File: config.mk
export PLATFORM = sky130hd
export DESIGN_NAME = keyed_field_version_extractor_flat
export DESIGN_NICKNAME = d
export VERILOG_FILES = /design/src/rtl/core/kfve_pkg.sv /design/src/rtl/core/kfve_if.sv /design/src/rtl/core/keyed_field_version_extractor.sv /design/src/rtl/core/kfve_parser.sv /design/src/rtl/core/kfve_out_fifo.sv /design/src/flat_wrapper.sv
export SDC_FILE = /design/constraint.sdc
export NUM_CORES = 1
export LEC_CHECK = 0
export BUFFER_PORTS_ARGS = -buffer_cell sky130_fd_sc_hd__buf_2
export CAP_MARGIN = 20
export CORE_MARGIN = 2
export CORE_UTILIZATION = 48
export CTS_CLUSTER_SIZE = 8
export DETAILED_ROUTE_END_ITERATION = 8
export PLACE_DENSITY_LB_ADDON = 0.3
export SYNTH_ARGS = -nofsm -noshare
export SYNTH_HDL_FRONTEND = slang
export SYNTH_SLANG_ARGS = --single-unit
export TNS_END_PERCENT = 50
File: constraint.sdc
create_clock -name clk -period 8.7 [get_ports clk]
set_input_delay 0 -clock clk [delete_from_list [all_inputs] [get_ports clk]]
set_output_delay 0 -clock clk [all_outputs]
set_load 0.1 [all_outputs]
File: src/rtl/core/kfve_pkg.sv
// Shared types, constants and helpers for the keyed field version extractor.
`default_nettype none

package kfve_pkg;

    localparam int unsigned VERSION_BUFFER_DEF = 64;
    localparam int unsigned HEADER_BYTES       = 20;

    localparam logic [15:0] HDR_LEN      = 16'(HEADER_BYTES);
    localparam logic [15:0] HDR_LAST_POS = 16'(HEADER_BYTES - 1);
    localparam logic [15:0] LEN_HI_POS   = 16'd8;
    localparam logic [15:0] LEN_LO_POS   = 16'd9;
    localparam logic [15:0] POS_MAX      = 16'hFFFF;

    localparam logic [7:0] SEP_HI = 8'hC0;
    localparam logic [7:0] SEP_LO = 8'h80;

    localparam int unsigned FIFO_DEPTH = 4;
    localparam int unsigned FIFO_AW    = 2;
    localparam int unsigned FIFO_CW    = 3;

    typedef enum logic [1:0] {
        VERDICT_SUCCESS    = 2'd0,
        VERDICT_IN_PROCESS = 2'd1,
        VERDICT_REJECT     = 2'd2
    } verdict_t;

    typedef struct packed {
        logic [7:0]  data_byte;
        logic [15:0] packet_length;
        logic        from_initiator;
        logic        last_byte;
    } item_t;

    typedef struct packed {
        logic       is_status;
        logic [7:0] version_byte;
        verdict_t   verdict;
        logic       packet_done;
    } result_t;

    // Up to two results per byte, packed in delivery order.
    typedef struct packed {
        logic [1:0] count;
        result_t    first;
        result_t    second;
    } result_pair_t;

    // Key prefix "135".
    function automatic logic [7:0] key_char(input logic [1:0] idx);
        logic [7:0] c;
        case (idx)
            2'd0:    c = 8'h31;
            2'd1:    c = 8'h33;
            2'd2:    c = 8'h35;
            default: c = 8'h00;
        endcase
        return c;
    endfunction

endpackage

`default_nettype wire

File: src/rtl/core/kfve_if.sv
// Valid/ready channel interfaces for packet bytes and results.
`default_nettype none

interface kfve_byte_if;
    logic        valid;
    logic        ready;
    logic [7:0]  data_byte;
    logic [15:0] packet_length;
    logic        from_initiator;
    logic        last_byte;

    modport source (output valid, data_byte, packet_length, from_initiator, last_byte,
                    input ready);
    modport sink   (input valid, data_byte, packet_length, from_initiator, last_byte,
                    output ready);
endinterface

interface kfve_result_if;
    logic       valid;
    logic       ready;
    logic       is_status;
    logic [7:0] version_byte;
    logic [1:0] verdict;
    logic       packet_done;

    modport source (output valid, is_status, version_byte, verdict, packet_done,
                    input ready);
    modport sink   (input valid, is_status, version_byte, verdict, packet_done,
                    output ready);
endinterface

`default_nettype wire

File: src/rtl/core/keyed_field_version_extractor.sv
// Top level of the keyed field version extractor.
`default_nettype none

// Takes one packet byte per transfer on pkt and emits results on res. A
// packet from the initiator with a length of at least the header size and a
// big-endian length word at bytes 8-9 equal to the length minus the header
// size is parsed for key/value fields ended by 0xC0 0x80; the value of the
// first key that starts with "135" (after two skipped bytes, up to
// VERSION_BUFFER-1 bytes, never the final packet byte) streams out as
// version-byte results (is_status = 0). On the last byte one verdict result
// (is_status = 1, packet_done = 1) follows: success, in process, or
// rejected. Rate: one byte per cycle sustained while res is not stalled;
// each byte is held in the input register and parsed as it leaves it, and
// its results are written into the result queue, from which they transfer
// on res. Results go through a four-entry queue that delivers one per cycle
// while res.ready is high; pkt.ready drops only while that queue has fewer
// than two free entries, which happens when res is stalled.
module keyed_field_version_extractor
    import kfve_pkg::*;
#(
    parameter int unsigned VERSION_BUFFER = VERSION_BUFFER_DEF
)
(
    input  wire logic      clk,
    input  wire logic      rst_n,
    kfve_byte_if.sink      pkt,
    kfve_result_if.source  res
);

    // input register
    logic         stage_valid_reg;
    item_t        stage_item_reg;
    logic         advance;
    logic         room2;
    result_pair_t pair;
    result_t      head;

    // a held byte moves on only when the queue can absorb both its results
    assign advance   = stage_valid_reg && room2;
    assign pkt.ready = !stage_valid_reg || advance;

    always_ff @(posedge clk or negedge rst_n)
    begin
        if (!rst_n)
        begin
            stage_valid_reg <= 1'b0;
        end
        else if (pkt.ready)
        begin
            stage_valid_reg <= pkt.valid;
        end
    end

    always_ff @(posedge clk)
    begin
        if (pkt.ready && pkt.valid)
        begin
            stage_item_reg.data_byte      <= pkt.data_byte;
            stage_item_reg.packet_length  <= pkt.packet_length;
            stage_item_reg.from_initiator <= pkt.from_initiator;
            stage_item_reg.last_byte      <= pkt.last_byte;
        end
    end

    kfve_parser #(
        .VERSION_BUFFER (VERSION_BUFFER)
    ) u_parser (
        .clk     (clk),
        .rst_n   (rst_n),
        .enable  (advance),
        .item    (stage_item_reg),
        .results (pair)
    );

    kfve_out_fifo u_out_fifo (
        .clk       (clk),
        .rst_n     (rst_n),
        .push      (pair),
        .room2     (room2),
        .out_valid (res.valid),
        .out_ready (res.ready),
        .out_data  (head)
    );

    assign res.is_status    = head.is_status;
    assign res.version_byte = head.version_byte;
    assign res.verdict      = 2'(head.verdict);
    assign res.packet_done  = head.packet_done;

endmodule

`default_nettype wire

File: src/rtl/core/kfve_parser.sv
// Per-byte packet parser: header check, key match, value streaming, verdict.
`default_nettype none

module kfve_parser
    import kfve_pkg::*;
#(
    parameter int unsigned VERSION_BUFFER = VERSION_BUFFER_DEF
)
(
    input  wire logic   clk,
    input  wire logic   rst_n,
    input  wire logic   enable,
    input  item_t       item,
    output result_pair_t results
);

    localparam int unsigned VCW = (VERSION_BUFFER > 2) ? $clog2(VERSION_BUFFER) : 1;
    localparam logic [VCW-1:0] VC_LAST = VCW'(VERSION_BUFFER - 2);

    typedef enum logic [5:0] {
        PH_HEADER  = 6'b000001,
        PH_KEY     = 6'b000010,
        PH_SEP     = 6'b000100,
        PH_SKIP    = 6'b001000,
        PH_VERSION = 6'b010000,
        PH_DONE    = 6'b100000
    } phase_t;

    logic [15:0]    pos_reg,   pos_next;
    logic [15:0]    lw_reg,    lw_next;
    phase_t         phase_reg, phase_next;
    logic [1:0]     kmc_reg,   kmc_next;
    logic           sep_reg,   sep_next;
    logic [7:0]     held_reg,  held_next;
    logic           hv_reg,    hv_next;
    logic [VCW-1:0] vc_reg,    vc_next;
    verdict_t       pv_reg,    pv_next;

    logic [7:0]  b;
    logic [15:0] len;
    logic        sized;
    logic        pkt_ok;
    logic        key_ok;
    logic        emit_ver;
    verdict_t    final_v;
    result_t     ver_res;
    result_t     stat_res;

    assign b   = item.data_byte;
    assign len = item.packet_length;

    always_comb
    begin
        pos_next   = pos_reg;
        lw_next    = lw_reg;
        phase_next = phase_reg;
        kmc_next   = kmc_reg;
        sep_next   = sep_reg;
        held_next  = held_reg;
        hv_next    = hv_reg;
        vc_next    = vc_reg;
        pv_next    = pv_reg;
        emit_ver   = 1'b0;
        key_ok     = 1'b0;

        // length word capture happens before the check on this same byte
        if (pos_reg == LEN_HI_POS)
        begin
            lw_next = {b, 8'h00};
        end
        else if (pos_reg == LEN_LO_POS)
        begin
            lw_next = {lw_reg[15:8], b};
        end

        sized  = (len >= HDR_LEN) && (lw_next == len - HDR_LEN);
        pkt_ok = item.from_initiator && sized;

        if (phase_reg == PH_HEADER)
        begin
            if (pos_reg >= HDR_LAST_POS)
            begin
                phase_next = PH_KEY;
                kmc_next   = 2'd0;
            end
        end
        else if (pkt_ok && (pos_reg < len))
        begin
            case (phase_reg)
                PH_KEY:
                begin
                    key_ok = (kmc_reg < 2'd3);
                    if ((kmc_reg == 2'd0) && (({1'b0, pos_reg} + 17'd4) > {1'b0, len}))
                    begin
                        key_ok = 1'b0;
                    end
                    if (key_ok && (b == key_char(kmc_reg)))
                    begin
                        kmc_next = kmc_reg + 2'd1;
                        if (kmc_reg == 2'd2)
                        begin
                            pv_next    = VERDICT_SUCCESS;
                            phase_next = PH_SKIP;
                            kmc_next   = 2'd0;
                        end
                    end
                    else
                    begin
                        phase_next = PH_SEP;
                        sep_next   = 1'b0;
                        held_next  = b;
                        hv_next    = 1'b1;
                    end
                end
                PH_SEP:
                begin
                    if (hv_reg && (held_reg == SEP_HI) && (b == SEP_LO))
                    begin
                        hv_next = 1'b0;
                        if (!sep_reg)
                        begin
                            sep_next = 1'b1;
                        end
                        else
                        begin
                            phase_next = PH_KEY;
                            kmc_next   = 2'd0;
                        end
                    end
                    else
                    begin
                        held_next = b;
                        hv_next   = 1'b1;
                    end
                end
                PH_SKIP:
                begin
                    kmc_next = kmc_reg + 2'd1;
                    if (kmc_reg >= 2'd1)
                    begin
                        phase_next = PH_VERSION;
                        hv_next    = 1'b0;
                        vc_next    = '0;
                    end
                end
                PH_VERSION:
                begin
                    if (hv_reg)
                    begin
                        if ((held_reg == SEP_HI) && (b == SEP_LO))
                        begin
                            phase_next = PH_DONE;
                            hv_next    = 1'b0;
                        end
                        else
                        begin
                            emit_ver = 1'b1;
                            vc_next  = vc_reg + 1'b1;
                            if (vc_reg >= VC_LAST)
                            begin
                                phase_next = PH_DONE;
                                hv_next    = 1'b0;
                            end
                            else
                            begin
                                held_next = b;
                            end
                        end
                    end
                    else
                    begin
                        held_next = b;
                        hv_next   = 1'b1;
                    end
                end
                default:
                begin
                end
            endcase
        end

        if (pos_reg != POS_MAX)
        begin
            pos_next = pos_reg + 16'd1;
        end

        if (!item.from_initiator)
        begin
            final_v = VERDICT_IN_PROCESS;
        end
        else if (!sized)
        begin
            final_v = VERDICT_REJECT;
        end
        else
        begin
            final_v = pv_next;
        end

        // packet end returns everything to its reset state
        if (item.last_byte)
        begin
            pos_next   = '0;
            lw_next    = '0;
            phase_next = PH_HEADER;
            kmc_next   = '0;
            sep_next   = 1'b0;
            held_next  = '0;
            hv_next    = 1'b0;
            vc_next    = '0;
            pv_next    = VERDICT_IN_PROCESS;
        end
    end

    always_comb
    begin
        ver_res              = '0;
        ver_res.is_status    = 1'b0;
        ver_res.version_byte = held_reg;
        ver_res.verdict      = VERDICT_SUCCESS;

        stat_res             = '0;
        stat_res.is_status   = 1'b1;
        stat_res.verdict     = final_v;
        stat_res.packet_done = 1'b1;

        results = '0;
        if (emit_ver)
        begin
            results.first  = ver_res;
            results.second = stat_res;
            results.count  = item.last_byte ? 2'd2 : 2'd1;
        end
        else
        begin
            results.first  = stat_res;
            results.count  = item.last_byte ? 2'd1 : 2'd0;
        end
        if (!enable)
        begin
            results.count = 2'd0;
        end
    end

    always_ff @(posedge clk or negedge rst_n)
    begin
        if (!rst_n)
        begin
            pos_reg   <= '0;
            lw_reg    <= '0;
            phase_reg <= PH_HEADER;
            kmc_reg   <= '0;
            sep_reg   <= 1'b0;
            held_reg  <= '0;
            hv_reg    <= 1'b0;
            vc_reg    <= '0;
            pv_reg    <= VERDICT_IN_PROCESS;
        end
        else if (enable)
        begin
            pos_reg   <= pos_next;
            lw_reg    <= lw_next;
            phase_reg <= phase_next;
            kmc_reg   <= kmc_next;
            sep_reg   <= sep_next;
            held_reg  <= held_next;
            hv_reg    <= hv_next;
            vc_reg    <= vc_next;
            pv_reg    <= pv_next;
        end
    end

endmodule

`default_nettype wire

File: src/rtl/core/kfve_out_fifo.sv
// Small result queue: takes up to two results a cycle, delivers one while out_ready is high.
`default_nettype none

module kfve_out_fifo
    import kfve_pkg::*;
(
    input  wire logic    clk,
    input  wire logic    rst_n,
    input  result_pair_t push,
    output logic         room2,
    output logic         out_valid,
    input  wire logic    out_ready,
    output result_t      out_data
);

    result_t              mem [FIFO_DEPTH];
    logic [FIFO_AW-1:0]   wr_reg, wr_next;
    logic [FIFO_AW-1:0]   rd_reg, rd_next;
    logic [FIFO_CW-1:0]   cnt_reg, cnt_next;
    logic                 pop;

    assign out_valid = (cnt_reg != '0);
    assign out_data  = mem[rd_reg];
    assign pop       = out_valid && out_ready;
    assign room2     = (cnt_reg <= FIFO_CW'(FIFO_DEPTH - 2));

    always_comb
    begin
        wr_next  = wr_reg + FIFO_AW'(push.count);
        rd_next  = pop ? rd_reg + 1'b1 : rd_reg;
        cnt_next = cnt_reg + FIFO_CW'(push.count) - FIFO_CW'(pop);
    end

    always_ff @(posedge clk)
    begin
        if (push.count != 2'd0)
        begin
            mem[wr_reg] <= push.first;
        end
        if (push.count == 2'd2)
        begin
            mem[wr_reg + 1'b1] <= push.second;
        end
    end

    always_ff @(posedge clk or negedge rst_n)
    begin
        if (!rst_n)
        begin
            wr_reg  <= '0;
            rd_reg  <= '0;
            cnt_reg <= '0;
        end
        else
        begin
            wr_reg  <= wr_next;
            rd_reg  <= rd_next;
            cnt_reg <= cnt_next;
        end
    end

endmodule

`default_nettype wire
File: src/flat_wrapper.sv
// flat-port wrapper written by rule: the top's interface ports become plain ports
module keyed_field_version_extractor_flat import kfve_pkg::*;
#(
    parameter int unsigned VERSION_BUFFER = VERSION_BUFFER_DEF
)
  (clk, rst_n, pkt_valid, pkt_data_byte, pkt_packet_length, pkt_from_initiator, pkt_last_byte, pkt_ready, res_valid, res_is_status, res_version_byte, res_verdict, res_packet_done, res_ready);
  kfve_byte_if pkt_i ();
  kfve_result_if res_i ();
  input  wire logic clk;
  input  wire logic rst_n;
  input wire logic [$bits(pkt_i.valid)-1:0] pkt_valid;
  input wire logic [$bits(pkt_i.data_byte)-1:0] pkt_data_byte;
  input wire logic [$bits(pkt_i.packet_length)-1:0] pkt_packet_length;
  input wire logic [$bits(pkt_i.from_initiator)-1:0] pkt_from_initiator;
  input wire logic [$bits(pkt_i.last_byte)-1:0] pkt_last_byte;
  output wire logic [$bits(pkt_i.ready)-1:0] pkt_ready;
  output wire logic [$bits(res_i.valid)-1:0] res_valid;
  output wire logic [$bits(res_i.is_status)-1:0] res_is_status;
  output wire logic [$bits(res_i.version_byte)-1:0] res_version_byte;
  output wire logic [$bits(res_i.verdict)-1:0] res_verdict;
  output wire logic [$bits(res_i.packet_done)-1:0] res_packet_done;
  input wire logic [$bits(res_i.ready)-1:0] res_ready;
  assign pkt_i.valid = pkt_valid;
  assign pkt_i.data_byte = pkt_data_byte;
  assign pkt_i.packet_length = pkt_packet_length;
  assign pkt_i.from_initiator = pkt_from_initiator;
  assign pkt_i.last_byte = pkt_last_byte;
  assign pkt_ready = pkt_i.ready;
  assign res_valid = res_i.valid;
  assign res_is_status = res_i.is_status;
  assign res_version_byte = res_i.version_byte;
  assign res_verdict = res_i.verdict;
  assign res_packet_done = res_i.packet_done;
  assign res_i.ready = res_ready;
  keyed_field_version_extractor #(.VERSION_BUFFER(VERSION_BUFFER)) u_core (.clk(clk), .rst_n(rst_n), .pkt(pkt_i), .res(res_i));
endmodule
-- Yosys cells after proc, flatten, opt, wreduce, memory -nomap -nowiden
Memories as Yosys holds them, arrays and structs flattened.
Index checks and enable logic that the tools add are counted.
- bits in registers: 92
- memory bits (writable): 48
- input bits: 30
- output and inout port bits: 14
- word-level logic and storage cells: 189
- memories: 1
- memory list (memory ; depth ; width ; read ports ; clocked after Yosys merged registers in ; write ports ; line ; text):
    u_core.u_out_fifo.mem ; 4 ; 12 ; 1 ; 0 ; 2 ; kfve_out_fifo.sv:16 ; result_t mem [FIFO_DEPTH];
- add/subtract/negate cells: 10
- order comparisons: 8
- equality and inequality tests: 32
- muxes and demuxes: 89
- reduce and logical (&&, ||, !) cells: 32
- operators by type and width (kind ; count):
    $mux W6 ; 18
    $mux W8 ; 12
    $mux W16 ; 4
    $mux W2 ; 18
    $eq A16 B4 Y1 const B ; 2
    $ge A16 B5 Y1 const B ; 2
    $mux W1 ; 28
    $ne A4 B3 Y1 const B ; 7
    $pmux W6 S4 ; 1
    $pmux W8 S3 ; 1
    $ne A3 B2 Y1 const B ; 6
    $pmux W6 S3 ; 1
    $add A16 B3 Y17 const B ; 1
    $gt A17 B16 Y1 ; 1
    $add A16 B1 Y16 const B ; 1
    $eq A16 B16 Y1 ; 1
    $eq A8 B8 Y1 const B ; 2
    $lt A16 B16 Y1 ; 1
    $ne A16 B16 Y1 const B ; 1
    $sub A16 B5 Y16 const B ; 1
    $mux W14 ; 1
    $reduce_and A7 Y1 ; 2
    $mux W12 ; 1
    $pmux W6 S2 ; 1
    other kinds (36) ; 57

-- Longest topological paths before layout
Gate-level depths: netlist of the first run.
- word-level depth: 22
- mapped depth: 19
- gate-level depth less buffers: 16

-- By module
A second synthesis of the first run with hierarchy kept.
- cell total of the unflattened synthesis: 868
- area, all modules: 9482.8 µm²
- modules (own cells, without submodules) (module ; times used ; cells each ; area each (µm²) ; sequential area each (µm²)):
    kfve_parser ; 1 ; 681 ; 5730.5 ; 1453.9
    kfve_out_fifo ; 1 ; 156 ; 2911.5 ; 1616.6
    keyed_field_version_extractor ; 1 ; 31 ; 840.8 ; 805.8

-- Worst setup path before layout of the first run
OpenSTA, ideal clock, no wires.
- path type: register to register
- from: reg u_core.u_parser.pos_reg[8]
- to: mem u_core.u_out_fifo.mem[2][2] (netlist name), data pin
- arrival: 4.519 ns
- data required time: 8.553 ns
- path slack: 4.034 ns
- stages on the path, launching flop included: 18
- clock period less this slack: 4.666 ns
- cell sequence: dfrtp_1 buf_2 or4_1 buf_2 or4_1 buf_2 mux2i_1 xnor3_1 nand4_1 nor4_4 nand3_2 clkbuf_1 nor2_1 ha_1 clkbuf_1 or2_2 or4_1 a21oi_1
- RTL lines (what ; line ; text):
    start, declared ; kfve_parser.sv:29 ; logic [15:0] pos_reg, pos_next;
    start signal, assigned ; kfve_parser.sv:261 ; pos_reg <= pos_next;
    end, declared ; kfve_out_fifo.sv:16 ;

==> results of run 1 <==
-- cell type report --
class / count / area (sq um) / area share [%]
clock buffers: 22 / 497 / 5.35
flip-flops and latches: 136 / 3440 / 37.0
inverters: 43 / 161 / 1.74
well taps: 220 / 275 / 2.96
multi-input cells: 551 / 4280 / 46.0
clock inverters: 10 / 88.8 / 0.957
repair buffers: 78 / 552 / 5.94
-- power groups by stage --
| stage | Clock, uW | Combinational, uW | Sequential (uW) |
|---|---|---|---|
| final | 708 | 754 | 861 |
| after global routing | 743 | 822 | 876 |
| after CTS | 715 | 749 | 860 |
| after detailed placement | 0 | 734 | 871 |
| after global placement | 0 | 714 | 868 |
| after floorplan | 0 | 605 | 802 |
-- layout by cell type, fill, tap and decap left out, types with 13 or more instances in the layout --
master	n
xnor2_1	32
nor2_1	39
ha_1	52
o21ai_0	22
a32o_1	46
edfxtp_1	38
inv_1	43
dfxtp_1	32
nand3_1	30
xor2_1	13
dlygate4sd3_1	29
buf_2	43
a21oi_1	25
a22o_1	17
dfrtp_1	64
clkbuf_16	19
nand4_1	18
nor3_1	22
nand2_1	46
mux2i_1	16
-- layer usage --
metal / track usage (%) / vias to the layer above
met5: 0 / -
met3: 4.79 / 28
met4: 6.62 / 0
met2: 38.5 / 236
li1: - / 3042
met1: 33.9 / 3241
-- stage by stage --
stage	hold slack [ns]	utilization (%)	area, sq um	cells
6_report	0.289	56.4	9290	1060
2_1_floorplan	-0.296	-	8040	772
5_1_grt	0.281	56.4	9290	1060
4_1_cts	0.273	56.3	9270	1058
3_5_place_dp	0.178	51.0	8390	997
3_3_place_gp	0.176	51.0	8390	997
-- kinds of logic after synthesis --
kind of cell               synth area share [%]
AOI/OAI and AO/OA                          16.5
xor gates and xnor gates                   5.74
adders and majority gates                  8.34
buffers and inverters                      4.15
DFF                                        42.7
muxes                                      5.49
and+or+nand+nor                            17.0
-- cell usage after synthesis (16+ instances only) --
| cell type | n | share of area [%] |
|---|---|---|
| clkbuf_1 | 27 | 1.3 |
| a21oi_1 | 25 | 1.6 |
| edfxtp_1 | 38 | 14 |
| xnor2_1 | 32 | 3.5 |
| dfxtp_1 | 32 | 8.0 |
| ha_1 | 52 | 8.1 |
| nand3_1 | 30 | 1.9 |
| mux2i_1 | 16 | 2.0 |
| dfrtp_1 | 64 | 20 |
| inv_1 | 43 | 2.0 |
| a32o_1 | 46 | 5.7 |
| nor2_1 | 39 | 1.8 |
| nor3_1 | 23 | 1.4 |
| nand4_1 | 18 | 1.4 |
| o21ai_0 | 22 | 1.4 |
| a22o_1 | 17 | 1.9 |
| nand2_1 | 46 | 2.1 |
-- path summary, 6_finish.rpt --
check,from,endpoint,slack [ns],cells after the start
worst max-delay path,u_core.u_parser.pos_reg[9]$_DFFE_PN0P_,u_core.u_out_fifo.mem[0][2]$_DFFE_PP_,3.43,11
worst min-delay path,pkt_packet_length[1],u_core.stage_item_reg[3]$_DFFE_PP_,0.29,2
worst max register to register,u_core.u_parser.pos_reg[9]$_DFFE_PN0P_,u_core.u_out_fifo.mem[0][2]$_DFFE_PP_,3.43,11
worst min register to register,u_core.u_out_fifo.mem[1][10]$_SDFFE_PP0P_,u_core.u_out_fifo.mem[1][10]$_SDFFE_PP0P_,0.46,1
max in group asynchronous,rst_n,u_core.u_parser.pos_reg[14]$_DFFE_PN0P_,7.81,3
min in group asynchronous,rst_n,u_core.u_parser.lw_reg[2]$_DFFE_PN0P_,0.31,3
-- what timing repair did --
item                       4_1_cts  5_1_grt
hold endpoints to repair        92        0
hold buffers                    29        0
setup buffers                    0        0
setup endpoints to repair        0        0
==> results.cfg, run 1 <==
[grt]
grt_pass1_wl_um = 34000
overflow = 0
grt_pass1_vias = 6428
antenna_found_initial = 0
grt_max_degree = 67
grtUsageTotal_pct = 24.2

[placed_design]
port_buffers = 43
routabilityCongestion = 0.919
pre_cts_ws_ns = 3.52
hpwl_um = 15100

[power_and_ir_drop]
ir_drop_v = 0.000241
pwr_density_cell_nw_per_um2 = 250
finalPower_uw = 2320
seqPwrFrac_pct = 37.1
p_int_uw = 1420
p_leak_uw = 0.00392
pwr-share-comb_pct = 32.4
p_sw_share_pct = 39.1
pwr-share-clk_pct = 30.5
switchingPower_uw = 907

[clock_tree]
cts_sinks = 136
cts_buffers = 17
ctsResizeCount = 0
clk_pin_slew_ns = 0.06
clock-root-buffer = clkbuf_16
ctsLongestPathBuffers = 2
cts_tree = built
clock_latency_ns = 0.42
h-tree-depth = 4

[route]
top_layer = met4
routed_wl_um = 20900
dr_total_vias = 6547
antenna_left = 0
first_pass_iters = 5
drt_iter0_drc = 712
via_per_inst = 6.18
wl_met1_um = 9420
wl_per_cell_um = 19.7
drc = 0
met2WireLength_um = 9810
wl_met3_um = 1330

[sta]
timing.final.crit_share_pct = 60.6
worstMarginPinSlew_ns = 0.986
final_hold_viol_count = 0
max_freq_ghz = 0.190
slew_viol_final = 0
tns_ns = 0
setup_ws_ns = 3.43
fin_crit_ns = 5.27
slew-limit-headroom_pct = 33.9
skew_ns = 0.00828
rsz0062_at_grt = false
setup_viol = 0

[worst_setup_path]
cp-start-kind = register
cp_max_fo = 17
crit_type = reg -> reg
crit_top_cell = or4_1
slowest_stage = or4_1
path_buf_inv = 1
max_stage_delay_ns = 0.82
critical_path.top_delay_family = simple AND/OR/NAND/NOR gates
required_ns = 8.83
worstPathCellList = or4_1 -> or4_1 -> mux2i_1 -> xnor3_1 -> nand4_1 -> nor4_4 -> nand3_2 -> nor2_1 -> ha_1 -> o211ai_1 -> inv_1
worstPathArrival_ns = 5.40
cp-end-kind = register

[cells_and_area]
nets = 910
largest_reg_flops = 44
fill_cells = 1405
area_delta_synth_final_pct = 15.5
diodes = 0
layout-drive-gt1-share_pct = 12.9

[min_path]
min_path_type = in -> reg

[synthesis]
synthFlopType = dfrtp_1
ys_ff_latch = 136
synth_edf_count = 38
ys_async_sr_fraction_pct = 48.5
synthCells = 772
synth_nets = 855
ys_types = 69
yosysSeqAreaShare_pct = 42.7
yosys_warnings = 0
syn_area_sq_um = 8040
syn_area_per_cell_sq_um = 10.4

[die]
start_util_pct = 48.8
die_w_um = 133
fp-row-count = 47
fp.coreArea_sq_um = 16500
die-area_sq_um = 17800
io_pins = 44
fp.dieH_um = 133

[run]
maxCapViolCount = 0

[outcome]
outcome = complete, no violations
Note: power is estimated with default switching activity, not from simulation.
==> inputs of run 2 (changes only) <==
- clock period: 8.7 -> 5.4 ns (I/O delays scaled with it)
==> results.cfg, run 2 (synthesized netlist as in run 1, its figures left out) <==
[outcome]
outcome = complete, no violations

[cells_and_area]
final_cell_mix = dfrtp_1, ha_1, nand2_1, a32o_1
diodes = 0
stdcell_area_sq_um = 9270
nets = 912
instances_no_fill = 1062
multiInputGateArea_sq_um = 4280
layout-drive-gt1-share_pct = 13.2
fill_cells = 1417
area_delta_synth_final_pct = 15.3
largest_reg_flops = 44
final_common_cell = dfrtp_1
regArea_sq_um = 3440

[worst_setup_path]
reg2reg_depth = 13
path_depth = 13
required_ns = 5.66
max_stage_delay_ns = 0.82
crit_type = reg -> reg
crit_top_cell = or4_1
path_buf_inv = 0
cp_max_fo = 10
worstPathCellList = or4_1 -> or4_1 -> mux2i_1 -> xnor3_1 -> nand4_1 -> nor4_4 -> nand3_2 -> nor2_1 -> ha_1 -> nand2_1 -> or2_2 -> or4_1 -> a21oi_1
slowest_stage = or4_1
cp-start-kind = register
worstPathArrival_ns = 5.16
critical_path.top_delay_family = simple AND/OR/NAND/NOR gates
cp-end-kind = register

[die]
die-area_sq_um = 17800
fp-row-count = 47
io_pins = 44
fp.dieH_um = 133
die_w_um = 133
start_util_pct = 48.8
fp.coreArea_sq_um = 16500

[clock_tree]
clock-root-buffer = clkbuf_16
clock_latency_ns = 0.42
h-tree-depth = 4
cts_sinks = 136
ctsLongestPathBuffers = 2
cts_buffers = 17
ctsResizeCount = 0
cts_tree = built
clk_pin_slew_ns = 0.06

[placed_design]
dp_cells = 1001
hpwl_um = 15100
placed_area_sq_um = 8420
routabilityCongestion = 0.943
port_buffers = 43

[sta]
worstMarginPinSlew_ns = 1.10
max_freq_ghz = 0.204
setup_viol = 0
slew-limit-headroom_pct = 26.3
timing.final.crit_share_pct = 90.7
fin_crit_ns = 4.90
tns_ns = 0
rsz0062_at_grt = false
slew_viol_final = 0
final_hold_viol_count = 0
skew_ns = 0.00879

[grt]
grt_max_degree = 67
grt_pass1_wl_um = 34000
grtUsageTotal_pct = 24.3
grt_pass1_vias = 6470
antenna_found_initial = 0
overflow = 0

[route]
antenna_left = 0
wl_met3_um = 1240
via_per_inst = 6.26
met2WireLength_um = 10100
wl_per_cell_um = 19.9
routed_wl_um = 21100
drc = 0
first_pass_iters = 5
dr_total_vias = 6652
wl_met1_um = 9410
top_layer = met4
drt_iter0_drc = 660

[min_path]
min_path_type = in -> reg
hold_path_depth = 2

[power_and_ir_drop]
ir_drop_v = 0.000458
p_leak_uw = 0.00392
finalPower_uw = 3720
pwr_density_cell_nw_per_um2 = 401

[run]
maxCapViolCount = 0
## run 2: final timing paths
check | slack (ns) | end | from
min in group asynchronous | 0.29 | u_core.u_parser.lw_reg[5]$_DFFE_PN0P_ | rst_n
hold / removal | 0.28 | u_core.stage_item_reg[17]$_DFFE_PP_ | pkt_packet_length[15]
max in group asynchronous | 4.52 | u_core.u_parser.pos_reg[5]$_DFFE_PN0P_ | rst_n
setup / recovery | 0.50 | u_core.u_out_fifo.mem[2][1]$_DFFE_PP_ | u_core.u_parser.pos_reg[9]$_DFFE_PN0P_
hold reg to reg | 0.46 | u_core.u_out_fifo.mem[1][10]$_SDFFE_PP0P_ | u_core.u_out_fifo.mem[1][10]$_SDFFE_PP0P_
setup reg to reg | 0.50 | u_core.u_out_fifo.mem[2][1]$_DFFE_PP_ | u_core.u_parser.pos_reg[9]$_DFFE_PN0P_
## run 2: layout make-up
class / instances / area share [%]
Inverter: 43 / 1.74
Tap cell: 220 / 2.97
Timing Repair Buffer: 80 / 6.10
Clock buffer: 21 / 5.02
Sequential cell: 136 / 37.0
Multi-Input combinational cell: 551 / 46.1
Clock inverter: 11 / 1.03
## run 2: timing repair
action                    in CTS  in global routing
hold endpoints to repair      92                  0
setup buffers                  0                  0
hold buffers                  29                  0
## run 2: power breakdown
group | total [uW] | switching (uW) | internal [uW] | leakage, uW
logic | 1220 | 832 | 386 | 0.00213
registers | 1390 | 196 | 1200 | 0.00150
clock network | 1110 | 443 | 665 | 0.000280
total | 3720 | 1470 | 2250 | 0.00392
## run 2: routing by layer
metal	up-vias	global-route usage (%)
met1	3345	33.7
met2	240	38.6
met3	28	5.06
met4	0	7.27
met5	-	0
li1	3039	-
## run 2: stage by stage
step,hold WS [ns],util (%),setup slack [ns]
final,0.277,56.3,0.503
after global routing,0.271,56.3,0.228
after CTS,0.271,56.3,0.532
after detailed placement,0.178,51.2,0.566
after global placement,0.177,51.2,0.690
after floorplan,-0.296,-,0.734
